**config.mk**
```make
export PLATFORM = sky130hd
export DESIGN_NAME = floppy_card_bus_glue_top
export DESIGN_NICKNAME = d
export VERILOG_FILES = /design/src/hdl/fcbg_pkg.sv /design/src/hdl/fcbg_mem_decode.sv /design/src/hdl/fcbg_ctrl.sv /design/src/hdl/floppy_card_bus_glue_top.sv
export SDC_FILE = /design/constraint.sdc
export NUM_CORES = 1
export LEC_CHECK = 0
export BUFFER_PORTS_ARGS = -buffer_cell sky130_fd_sc_hd__buf_4
export CAP_MARGIN = 20
export CORE_MARGIN = 2
export CORE_UTILIZATION = 30
export CTS_CLUSTER_DIAMETER = 80
export DETAILED_ROUTE_END_ITERATION = 7
export SLEW_MARGIN = 20
export SYNTH_ARGS = -nofsm -noshare
export SYNTH_HDL_FRONTEND = slang
export SYNTH_SLANG_ARGS = --single-unit
```
**constraint.sdc**
```tcl
create_clock -name clk -period 6.41 [get_ports clk]
set_input_delay 1.282 -clock clk [delete_from_list [all_inputs] [get_ports clk]]
set_output_delay 1.282 -clock clk [all_outputs]
set_load 0.1 [all_outputs]
```
**src/hdl/fcbg_pkg.sv**
```systemverilog
// Shared types, codes and constants of the floppy card bus glue.
package fcbg_pkg;

  localparam int MOTOR_COUNT_BITS = 24;
  localparam int CFG_W = 24;

  typedef enum logic [2:0] {
    OP_CRU_RD  = 3'd0,
    OP_CRU_WR  = 3'd1,
    OP_MEM_RD  = 3'd2,
    OP_MEM_WR  = 3'd3,
    OP_FDC_EVT = 3'd4,
    OP_TICK    = 3'd5
  } fcbg_op_t;

  typedef enum logic [2:0] {
    TGT_NONE = 3'd0,
    TGT_ROM  = 3'd1,
    TGT_RAM  = 3'd2,
    TGT_RTC  = 3'd3,
    TGT_FDC  = 3'd4
  } fcbg_target_t;

  // CRU bit numbers
  localparam logic [12:0] CRU_STATUS  = 13'd0;
  localparam logic [12:0] CRU_MOTOR   = 13'd1;
  localparam logic [12:0] CRU_HOLD    = 13'd2;
  localparam logic [12:0] CRU_DSEL0   = 13'd4;
  localparam logic [12:0] CRU_DSEL1   = 13'd5;
  localparam logic [12:0] CRU_DSEL2   = 13'd6;
  localparam logic [12:0] CRU_SIDE    = 13'd7;
  localparam logic [12:0] CRU_DENSITY = 13'd10;
  localparam logic [12:0] CRU_ROM_A13 = 13'd11;
  localparam logic [12:0] CRU_RAM_A10 = 13'd13;
  localparam logic [12:0] CRU_RTC_EN  = 13'd14;
  localparam logic [12:0] CRU_ROM_A14 = 13'd15;

  // controller line events
  localparam logic [7:0] EVT_IRQ_CLR = 8'd0;
  localparam logic [7:0] EVT_IRQ_SET = 8'd1;
  localparam logic [7:0] EVT_DRQ_CLR = 8'd2;
  localparam logic [7:0] EVT_DRQ_SET = 8'd3;

  localparam logic [7:0] CRU_ID_BYTE = 8'h50;
  localparam logic [1:0] DRIVE_NONE  = 2'd3;

  // card space map
  localparam logic [12:0] RAM_START = 13'h1c00;
  localparam logic [12:0] HI_START  = 13'h1fe0;
  localparam logic [12:0] FDC_START = 13'h1ff0;
  localparam logic [12:0] FDC_WR    = 13'h1ff8;

  localparam logic [32:0] COUNT_MAX = (33'd1 << MOTOR_COUNT_BITS) - 33'd1;

  typedef logic [MOTOR_COUNT_BITS-1:0] fcbg_count_t;

  typedef struct packed {
    fcbg_op_t    opcode;
    logic [12:0] offset;
    logic [7:0]  data;
  } fcbg_in_t;

  typedef struct packed {
    logic [7:0]   read_data;
    fcbg_target_t target;
    logic [14:0]  target_address;
    logic         target_write;
    logic [1:0]   drive_number;
    logic         drive_changed;
    logic         disk_side;
    logic         double_density;
    logic         cpu_halt;
    logic         card_interrupt;
  } fcbg_out_t;

  // paging state seen by the memory decoder
  typedef struct packed {
    logic       rtc_override;
    logic [1:0] rom_page;
    logic       ram_page;
  } fcbg_map_t;

  typedef struct packed {
    fcbg_target_t target;
    logic [14:0]  address;
    logic         write;
  } fcbg_dec_t;

  function automatic fcbg_count_t sat_ticks(input logic [CFG_W-1:0] v);
    logic [32:0] ext;
    ext = 33'(v);
    if (ext > COUNT_MAX) begin
      ext = COUNT_MAX;
    end
    return ext[MOTOR_COUNT_BITS-1:0];
  endfunction

  localparam fcbg_count_t MOTOR_TICKS_RST = sat_ticks(CFG_W'(4230));

endpackage

```
**src/hdl/fcbg_mem_decode.sv**
```systemverilog
// Memory map decoder: card offset to rom, ram, rtc or controller register.
module fcbg_mem_decode import fcbg_pkg::*; (
  input  fcbg_op_t    opcode,
  input  logic [12:0] offset,
  input  fcbg_map_t   map,
  output fcbg_dec_t   dec
);

  logic is_mem;
  logic wr;

  assign is_mem = (opcode == OP_MEM_RD) || (opcode == OP_MEM_WR);
  assign wr     = (opcode == OP_MEM_WR);

  always_comb begin
    dec = '{target: TGT_NONE, address: 15'd0, write: 1'b0};
    if (is_mem) begin
      if (offset < RAM_START) begin
        if (!wr) begin
          dec.target  = TGT_ROM;
          dec.address = {map.rom_page[1], map.rom_page[0], offset};
        end
      end else if (offset < HI_START) begin
        dec.target  = TGT_RAM;
        dec.address = {4'd0, map.ram_page, offset[9:0]};
      end else if (map.rtc_override) begin
        if (!offset[0]) begin
          dec.target  = TGT_RTC;
          dec.address = {11'd0, offset[4:1]};
        end
      end else if (offset < FDC_START) begin
        dec.target  = TGT_RAM;
        dec.address = {4'd0, map.ram_page, offset[9:0]};
      end else if (!wr) begin
        if (offset < FDC_WR && !offset[0]) begin
          dec.target  = TGT_FDC;
          dec.address = {13'd0, offset[2:1]};
        end
      end else begin
        if (offset >= FDC_WR && !offset[0]) begin
          dec.target  = TGT_FDC;
          dec.address = {13'd0, offset[2:1]};
        end
      end
      dec.write = wr && (dec.target != TGT_NONE);
    end
  end

endmodule

```
**src/hdl/fcbg_ctrl.sv**
```systemverilog
// Card state: CRU bits, drive select, motor countdown, controller flags.
module fcbg_ctrl import fcbg_pkg::*; (
  input  logic             clk,
  input  logic             rst_n,
  input  logic             advance,
  input  fcbg_in_t         req,
  input  logic             cfg_we,
  input  logic [CFG_W-1:0] cfg_value,
  output fcbg_out_t        result
);

  fcbg_count_t motor_ticks_r, motor_ticks_nxt;
  fcbg_count_t motor_cnt_r, motor_cnt_nxt;
  logic [2:0]  dsel_r, dsel_nxt;
  logic [1:0]  drive_r, drive_nxt;
  logic        side_r, side_nxt;
  logic        mfm_r, mfm_nxt;
  logic        strobe_r, strobe_nxt;
  logic        motor_r, motor_nxt;
  logic        hold_r, hold_nxt;
  logic [1:0]  flags_r, flags_nxt;
  logic [1:0]  rom_page_r, rom_page_nxt;
  logic        ram_page_r, ram_page_nxt;
  logic        rtc_r, rtc_nxt;

  fcbg_map_t   map;
  fcbg_dec_t   dec;
  logic        d;
  logic [1:0]  drv;
  logic [7:0]  rd;

  assign map = '{rtc_override: rtc_r, rom_page: rom_page_r, ram_page: ram_page_r};

  fcbg_mem_decode u_dec (
    .opcode (req.opcode),
    .offset (req.offset),
    .map    (map),
    .dec    (dec)
  );

  assign d   = req.data[0];
  assign drv = req.offset[1:0];

  always_comb begin
    motor_ticks_nxt = cfg_we ? sat_ticks(cfg_value) : motor_ticks_r;
    motor_cnt_nxt   = motor_cnt_r;
    dsel_nxt        = dsel_r;
    drive_nxt       = drive_r;
    side_nxt        = side_r;
    mfm_nxt         = mfm_r;
    strobe_nxt      = strobe_r;
    motor_nxt       = motor_r;
    hold_nxt        = hold_r;
    flags_nxt       = flags_r;
    rom_page_nxt    = rom_page_r;
    ram_page_nxt    = ram_page_r;
    rtc_nxt         = rtc_r;
    rd              = 8'd0;

    case (req.opcode)
      OP_CRU_RD: begin
        if (req.offset == CRU_STATUS) begin
          rd = CRU_ID_BYTE | (motor_r ? {4'd0, dsel_r, 1'b0} : 8'd0);
        end
      end
      OP_CRU_WR: begin
        case (req.offset)
          CRU_MOTOR: begin
            // rising edge of the strobe retriggers the countdown
            if (d && !strobe_r) begin
              motor_nxt     = 1'b1;
              motor_cnt_nxt = motor_ticks_r;
            end
            strobe_nxt = d;
          end
          CRU_HOLD: hold_nxt = d;
          CRU_DSEL0, CRU_DSEL1, CRU_DSEL2: begin
            if (d) begin
              dsel_nxt  = dsel_r | (3'b001 << drv);
              drive_nxt = drv;
            end else begin
              dsel_nxt = dsel_r & ~(3'b001 << drv);
              if (drv == drive_r) begin
                drive_nxt = DRIVE_NONE;
              end
            end
          end
          CRU_SIDE:    side_nxt = d;
          CRU_DENSITY: mfm_nxt = !d;
          CRU_ROM_A13: rom_page_nxt[0] = d;
          CRU_RAM_A10: ram_page_nxt = d;
          CRU_RTC_EN:  rtc_nxt = d;
          CRU_ROM_A14: rom_page_nxt[1] = d;
          default: ;
        endcase
      end
      OP_FDC_EVT: begin
        case (req.data)
          EVT_IRQ_CLR: flags_nxt[0] = 1'b0;
          EVT_IRQ_SET: flags_nxt[0] = 1'b1;
          EVT_DRQ_CLR: flags_nxt[1] = 1'b0;
          EVT_DRQ_SET: flags_nxt[1] = 1'b1;
          default: ;
        endcase
      end
      OP_TICK: begin
        if (motor_r) begin
          if (motor_cnt_r <= fcbg_count_t'(1)) begin
            motor_cnt_nxt = '0;
            motor_nxt     = 1'b0;
          end else begin
            motor_cnt_nxt = motor_cnt_r - fcbg_count_t'(1);
          end
        end
      end
      default: ;
    endcase

    result.read_data      = rd;
    result.target         = dec.target;
    result.target_address = dec.address;
    result.target_write   = dec.write;
    result.drive_number   = drive_nxt;
    // pulse only on a select; a deselect drops the drive without a pulse
    result.drive_changed  = d && (drive_nxt != drive_r);
    result.disk_side      = side_nxt;
    result.double_density = mfm_nxt;
    result.cpu_halt       = hold_nxt && motor_nxt && (flags_nxt == 2'b00);
    result.card_interrupt = flags_nxt[0];
  end

  always_ff @(posedge clk) begin
    if (!rst_n) begin
      motor_ticks_r <= MOTOR_TICKS_RST;
    end else begin
      motor_ticks_r <= motor_ticks_nxt;
    end
  end

  always_ff @(posedge clk) begin
    if (!rst_n) begin
      motor_cnt_r <= '0;
      dsel_r      <= 3'd0;
      drive_r     <= DRIVE_NONE;
      side_r      <= 1'b0;
      mfm_r       <= 1'b1;
      strobe_r    <= 1'b0;
      motor_r     <= 1'b0;
      hold_r      <= 1'b0;
      flags_r     <= 2'd0;
      rom_page_r  <= 2'd0;
      ram_page_r  <= 1'b0;
      rtc_r       <= 1'b0;
    end else if (advance) begin
      motor_cnt_r <= motor_cnt_nxt;
      dsel_r      <= dsel_nxt;
      drive_r     <= drive_nxt;
      side_r      <= side_nxt;
      mfm_r       <= mfm_nxt;
      strobe_r    <= strobe_nxt;
      motor_r     <= motor_nxt;
      hold_r      <= hold_nxt;
      flags_r     <= flags_nxt;
      rom_page_r  <= rom_page_nxt;
      ram_page_r  <= ram_page_nxt;
      rtc_r       <= rtc_nxt;
    end
  end

endmodule

```
**src/hdl/floppy_card_bus_glue_top.sv**
```systemverilog
// Floppy card bus glue: input register, state update, result register.
// The result register is loaded as the request leaves the request register.
// Throughput: one request per cycle while results are taken; requests drain
// into the result register whenever it is empty or being taken.
// Reset: synchronous, active low; clears both stages and all card state and
// restores the motor run time of 4230 ticks.
module floppy_card_bus_glue_top import fcbg_pkg::*; (
  input  logic             clk,
  input  logic             rst_n,
  input  logic             in_valid,
  output logic             in_ready,
  input  fcbg_in_t         in_data,
  output logic             out_valid,
  input  logic             out_ready,
  output fcbg_out_t        out_data,
  input  logic             cfg_valid,
  output logic             cfg_ready,
  input  logic [CFG_W-1:0] cfg_data
);

  logic      in_valid_r, in_valid_nxt;
  fcbg_in_t  in_r;
  logic      out_valid_r, out_valid_nxt;
  fcbg_out_t out_r;
  fcbg_out_t result;
  logic      advance;

  assign advance       = in_valid_r && (!out_valid_r || out_ready);
  assign in_ready      = !in_valid_r || advance;
  assign in_valid_nxt  = (in_valid && in_ready) || (in_valid_r && !advance);
  assign out_valid_nxt = advance || (out_valid_r && !out_ready);
  assign cfg_ready     = 1'b1;

  fcbg_ctrl u_ctrl (
    .clk       (clk),
    .rst_n     (rst_n),
    .advance   (advance),
    .req       (in_r),
    .cfg_we    (cfg_valid),
    .cfg_value (cfg_data),
    .result    (result)
  );

  always_ff @(posedge clk) begin
    if (!rst_n) begin
      in_valid_r  <= 1'b0;
      out_valid_r <= 1'b0;
    end else begin
      in_valid_r  <= in_valid_nxt;
      out_valid_r <= out_valid_nxt;
    end
  end

  // hold each stage's payload until it moves on
  always_ff @(posedge clk) begin
    if (in_valid && in_ready) begin
      in_r <= in_data;
    end
    if (advance) begin
      out_r <= result;
    end
  end

  assign out_valid = out_valid_r;
  assign out_data  = out_r;

endmodule

```
# --- After elaboration in Yosys (flattened, before gate mapping) ---
# Index checks and enable logic that the tools add are counted.
op_classes:
  n_eq_ne: 24
  reduce_logical: 39
  n_addsub: 1
  bitwise_logic: 3
  n_shift: 1
  magnitude_cmp: 6
  mux: 36
op_table:
  columns: ["operator", "count"]
  rows:
  - ["two-way mux 18 bit", 8]
  - ["two-way mux 24 bit", 4]
  - ["equality test 13 x 4 -> 1 bit, second input constant", 5]
  - ["equality test 13 x 3 -> 1 bit, second input constant", 4]
  - ["less-than comparator 13 bit, second input constant", 4]
  - ["case mux 24 bit (2 select lines)", 1]
  - ["<= comparator 24 x 1 -> 1 bit, second input constant", 1]
  - ["subtractor 24 x 1 -> 24 bit, second input constant", 1]
  - ["AND reduction 3 bit", 7]
  - ["two-way mux 17 bit", 1]
  - ["equality test 8 x 2 -> 1 bit, second input constant", 2]
  - ["two-way mux 16 bit", 1]
  - ["equality test 13 x 1 -> 1 bit, second input constant", 1]
  - ["equality test 13 x 2 -> 1 bit, second input constant", 1]
  - [">= comparator 13 bit, second input constant", 1]
  - ["logical NOT 13 bit", 1]
  - ["logical AND 1 bit", 11]
  - ["two-way mux 1 bit", 10]
  - ["two-way mux 2 bit", 5]
  - ["equality test 8 x 1 -> 1 bit, second input constant", 1]
  - ["logical NOT 8 bit", 1]
  - ["logical NOT 1 bit", 7]
  - ["two-way mux 7 bit", 1]
  - ["equality test 3 x 2 -> 1 bit, second input constant", 2]
  - ["other kinds (21)", 29]
word_totals:
  regBits: 124
  out_inout_bits: 37
  word_cells: 141

# --- Logic depth before layout (Yosys ltp) ---
depth:
  depth_word: 11
  depth_mapped: 8

# --- Cells and area by module ---
# Synthesis repeated with hierarchy kept, for this count alone.
hier_totals:
  cells_unflattened: 571
  hier_area_um2: 5866.9
by_module_without_submodules:
  columns: ["mod", "cells_per_inst", "n_inst", "area_each_um2"]
  rows:
  - ["fcbg_ctrl", 448, 1, 3659.8]
  - ["floppy_card_bus_glue_top", 69, 1, 1856.8]
  - ["fcbg_mem_decode", 54, 1, 350.3]

# --- Worst setup path before layout ---
# OpenSTA, ideal clock, no wires.
synth_path:
  path_type: "input -> register"
  startpoint: "input port out_ready"
  endpoint: "register u_ctrl.motor_cnt_r[11]"
  slack_ns: 3.033
  stages: 6
  required_time_ns: 6.280
  setup_ns: 0.130
  arrival_ns: 3.247
  n_path_buf: 1
  cell_sequence: "nand2b_1 -> nand2_1 -> clkinv_1 -> nand3_1 -> clkbuf_1 -> o22ai_1"
synth_via:
  elab_chain_len: 3
synth_lines:
  columns: ["element", "line_no", "source"]
  rows:
  - ["start, declared", "floppy_card_bus_glue_top.sv:14", "input logic out_ready,"]
  - ["logical OR 1 bit", "floppy_card_bus_glue_top.sv:28", "assign advance = in_valid_r && (!out_valid_r || out_ready);"]
  - ["logical AND 1 bit", "floppy_card_bus_glue_top.sv:28", null]
  - ["via advance", "floppy_card_bus_glue_top.sv:26", "logic advance;"]
  - ["AND reduction 5 bit (no line)", null, null]
  - ["end signal, assigned", "fcbg_ctrl.sv:155", "motor_cnt_r <= motor_cnt_nxt;"]
  - ["end, declared", "fcbg_ctrl.sv:13", "fcbg_count_t motor_cnt_r, motor_cnt_nxt;"]
# The timed path passes the listed nets, and every way through them passes these cells.
# A chain may end at the register's enable or synchronous reset.

# --- Final worst setup path ---
layout_path:
  startpoint: "register in_r[22] (netlist bit)"
  endpoint: "register u_ctrl.motor_cnt_r[12]"
layout_via:
  elab_chain_len: 3
layout_lines:
  columns: ["element", "line_no", "source"]
  rows:
  - ["start, declared", "floppy_card_bus_glue_top.sv:22", "fcbg_in_t in_r;"]
  - ["start signal, assigned", "floppy_card_bus_glue_top.sv:57", "in_r <= in_data;"]
  - ["equality test 3 bit or equality test 3 x 1 -> 1 bit (tied branches)", "fcbg_ctrl.sv:60", "case (req.opcode)"]
  - ["inequality test 2 x 1 -> 1 bit (no line) (tied with other cells)", null, null]
  - ["AND reduction 5 bit (no line)", null, null]
# Several ways; a longest one is shown, not always the timed one.

==> impl_results.md <==
* Outcome: finished, final reports clean
* IO buf count at 85
* Yosys top cell area share at 27.8%
* First-pass GRT wire length at 23.5 mm
* Final Setup Violations at 0
* Fin. max-slew vios at 0
* Area grow syn2layout at 23.5%
* Pwr Density at 279 mW/mm2
* Layout cells sized above 1 at 23.1%
* Worst setup SP type: register
* LEAKAGE at 2.67 nW
* IO Pins at 90
* Reg clk slew, reported paths at 0.06 ns
* CP Class: register to register
* Final hold vios at 0
* Critical path arrival at 3.45 ns
* GRT Util Overall at 14.6%
* CTS Buf Count at 17
* First-pass DRT Iterations at 5
* Post-Synthesis Cells at 573
* Ranking of synthesized cells by area: edfxtp_1, dfxtp_1, mux2i_1
* Initial Utilization at 30.3%
* Num rows at 51
* Critical path cell sequence: nor4_4 > nand3_1 > o31a_1 > nor2_1 > o221ai_1
* Ys flop type: dfxtp_1
* Slowest stage cell, crit path: nor2_1
* Final worst path period need at 3.20 ns
* Net Sw Power at 0.516 mW
* CP Data Required Time at 6.66 ns
* Nets at 696
* ANT nets after route at 0
* Clk buf depth at 2
* Peak VDD IR at 126 uV
* Vias per cell at 5.10
* Post-DP HPWL at 9.83 mm
* Yosys warnings at 0
* EDFF count, synth at 54
* Post-synth top cells: dfxtp_1, nor2_1, edfxtp_1
* Final Cycle Share at 49.9%
* Initial antenna violation count at 0
* Drc violations at 0
* CP max stage delay at 0.84 ns
* Avg Inst Size Synth at 10.2 um2
* Placed inst area at 0.00660 mm2
* N_diodes at 0
* Core area at 0.0193 mm2
* Die area at 0.0206 mm2
* Number of global-route vias before repair at 4414
* Final WS setup at 3.21 ns
* Worst hold stages at 2
* Final Skew at 0.00907 ns
* Slew margin rel. at 29.1%
* Power, Total at 2.01 mW
* Clk sinks at 120
* RD Place Congestion at 0.832
* Clk root buf: clkbuf_16
* Synth Cell Area at 0.00584 mm2
* Clock Latency Late Sink at 0.42 ns
* CP Capture Type: register
* RR Startpoint: in_r[22]
* Resize count post-CTS at 0
* Unrepaired setup endpoints after global routing: no
* Most common cell in the synthesized netlist: dfxtp_1
* Finished Cell Area at 0.00720 mm2
* FMAX at 313 MHz
* DRT Wirelength at 14.6 mm
* Switching share of total power at 25.6%
* Final Util at 37.4%
* Seq pwr share at 42.4%
* DR WL/cell at 15.9 um
* R2R cell count at 5
* Yosys cell types at 71
* Max-cap viol count at 0
* Post-synthesis sequential area ratio at 50.4%
* Postcts setup bufs at 0
* Hold buffers post-CTS at 0
* Die span in x at 143 um
* Largest net degree at the start of global routing at 40
* Grt ovf at 0
* R2r setup slk at 3.21 ns
* Crit Reg-Reg Endpoint: u_ctrl.motor_cnt_r[12]
* Clock power frac at 48.1%
* DRT iter0 DRCs at 453
* Tightest Pin Transition at 1.06 ns
* Comb pwr share at 9.5%
* Via count at 4690
* Top cell type by total area after synthesis: edfxtp_1
* Crit-path max FO at 13
* Pre-CTS setup slack at 2.83 ns
* H-tree Lvls at 4
* Cell internal pwr at 1.50 mW
* Async SR Flop Fraction at 0%
* #FFs+latches synth at 120
* Fin Setup TNS at 0 ns
* Worst min path class: register to register
* CTS tree: done
* DIE HEIGHT at 143 um
==> power groups by stage <==
stage / combinational (mW) / sequential, mW / clock, mW
finish: 0.192 / 0.853 / 0.969
global route: 0.204 / 0.857 / 1.03
CTS: 0.193 / 0.853 / 0.987
detailed placement: 0.192 / 0.869 / 0
global placement: 0.192 / 0.869 / 0
floorplan: 0.0834 / 0.921 / 0
==> cell usage in the layout, fill, tap and decap left out, types with 12 or more instances in the layout <==
master	synthesis	final
dfxtp_1	66	66
edfxtp_1	54	54
a21oi_1	18	18
and2_1	12	12
a22oi_1	12	12
clkbuf_16	0	17
nor3_1	28	28
and3_1	12	12
mux2i_1	35	35
nand2_1	49	49
o21ai_0	12	12
buf_4	5	89
nor4_1	12	12
nor2_1	64	64
==> sequential cells by signal, summed over array words and instances, names as in the netlist, named ones only <==
register              count
in_r                     24
in_valid_r                1
out_data                 30
out_valid                 1
u_ctrl.drive_r            2
u_ctrl.flags_r            2
u_ctrl.hold_r             1
u_ctrl.mfm_r              1
u_ctrl.motor_cnt_r       24
u_ctrl.motor_r            1
u_ctrl.motor_ticks_r     24
u_ctrl.ram_page_r         1
u_ctrl.rom_page_r         2
u_ctrl.rtc_r              1
u_ctrl.side_r             1
u_ctrl.strobe_r           1
==> routing by layer <==
layer | track usage (%) | part of all wire [%] | up-vias
li1 | - | - | 2289
met1 | 20.5 | 47 | 2224
met2 | 21.9 | 45 | 157
met3 | 3.40 | 6.0 | 20
met4 | 5.52 | 1.6 | 0
met5 | 0 | 0 | -
==> critical path: cells and delay by family (launching register included) <==
kind            cells  cell delay (ns)
simple gates        3             1.65
compound gates      2             0.88
flops               1             0.49
==> logic make-up after synthesis <==
family	after synthesis	synth area share, %
other cells	2	0.129
mux	37	6.39
xor+xnor	3	0.450
simple gates	247	23.0
flops	120	50.4
buf+inv	52	4.76
compound gates	110	14.5
fa+ha+maj	2	0.429
==> how the worst max path moves through the flow <==
stage,startpoint,to,slack [ns]
finish,in_r[22],u_ctrl.motor_cnt_r[12],3.21
global route,in_r[22],u_ctrl.motor_cnt_r[23],3.05
CTS,out_ready,in_ready,3.23
detailed placement,out_ready,u_ctrl.motor_cnt_r[23],2.83
global placement,out_ready,u_ctrl.motor_cnt_r[23],2.86
floorplan,out_ready,u_ctrl.motor_cnt_r[11],3.03
==> cell type report <==
cell class,instances,area (um2)
Fill cell,1929,12100
Sequential cell,120,2940
Multi-Input combinational cell,403,2620
Timing Repair Buffer,89,668
Clock buffer,17,425
Tap cell,265,332
Clock inverter,15,176
Inverter,10,37.5
==> metrics by stage <==
step | std cells | hold WS, ns
final | 919 | 0.467
after detailed placement | 887 | 0.456
after floorplan | 575 | 0.435
after global routing | 919 | 0.490
after CTS | 919 | 0.464
after global placement | 887 | 0.447
Power figures use the tool's default switching activity.
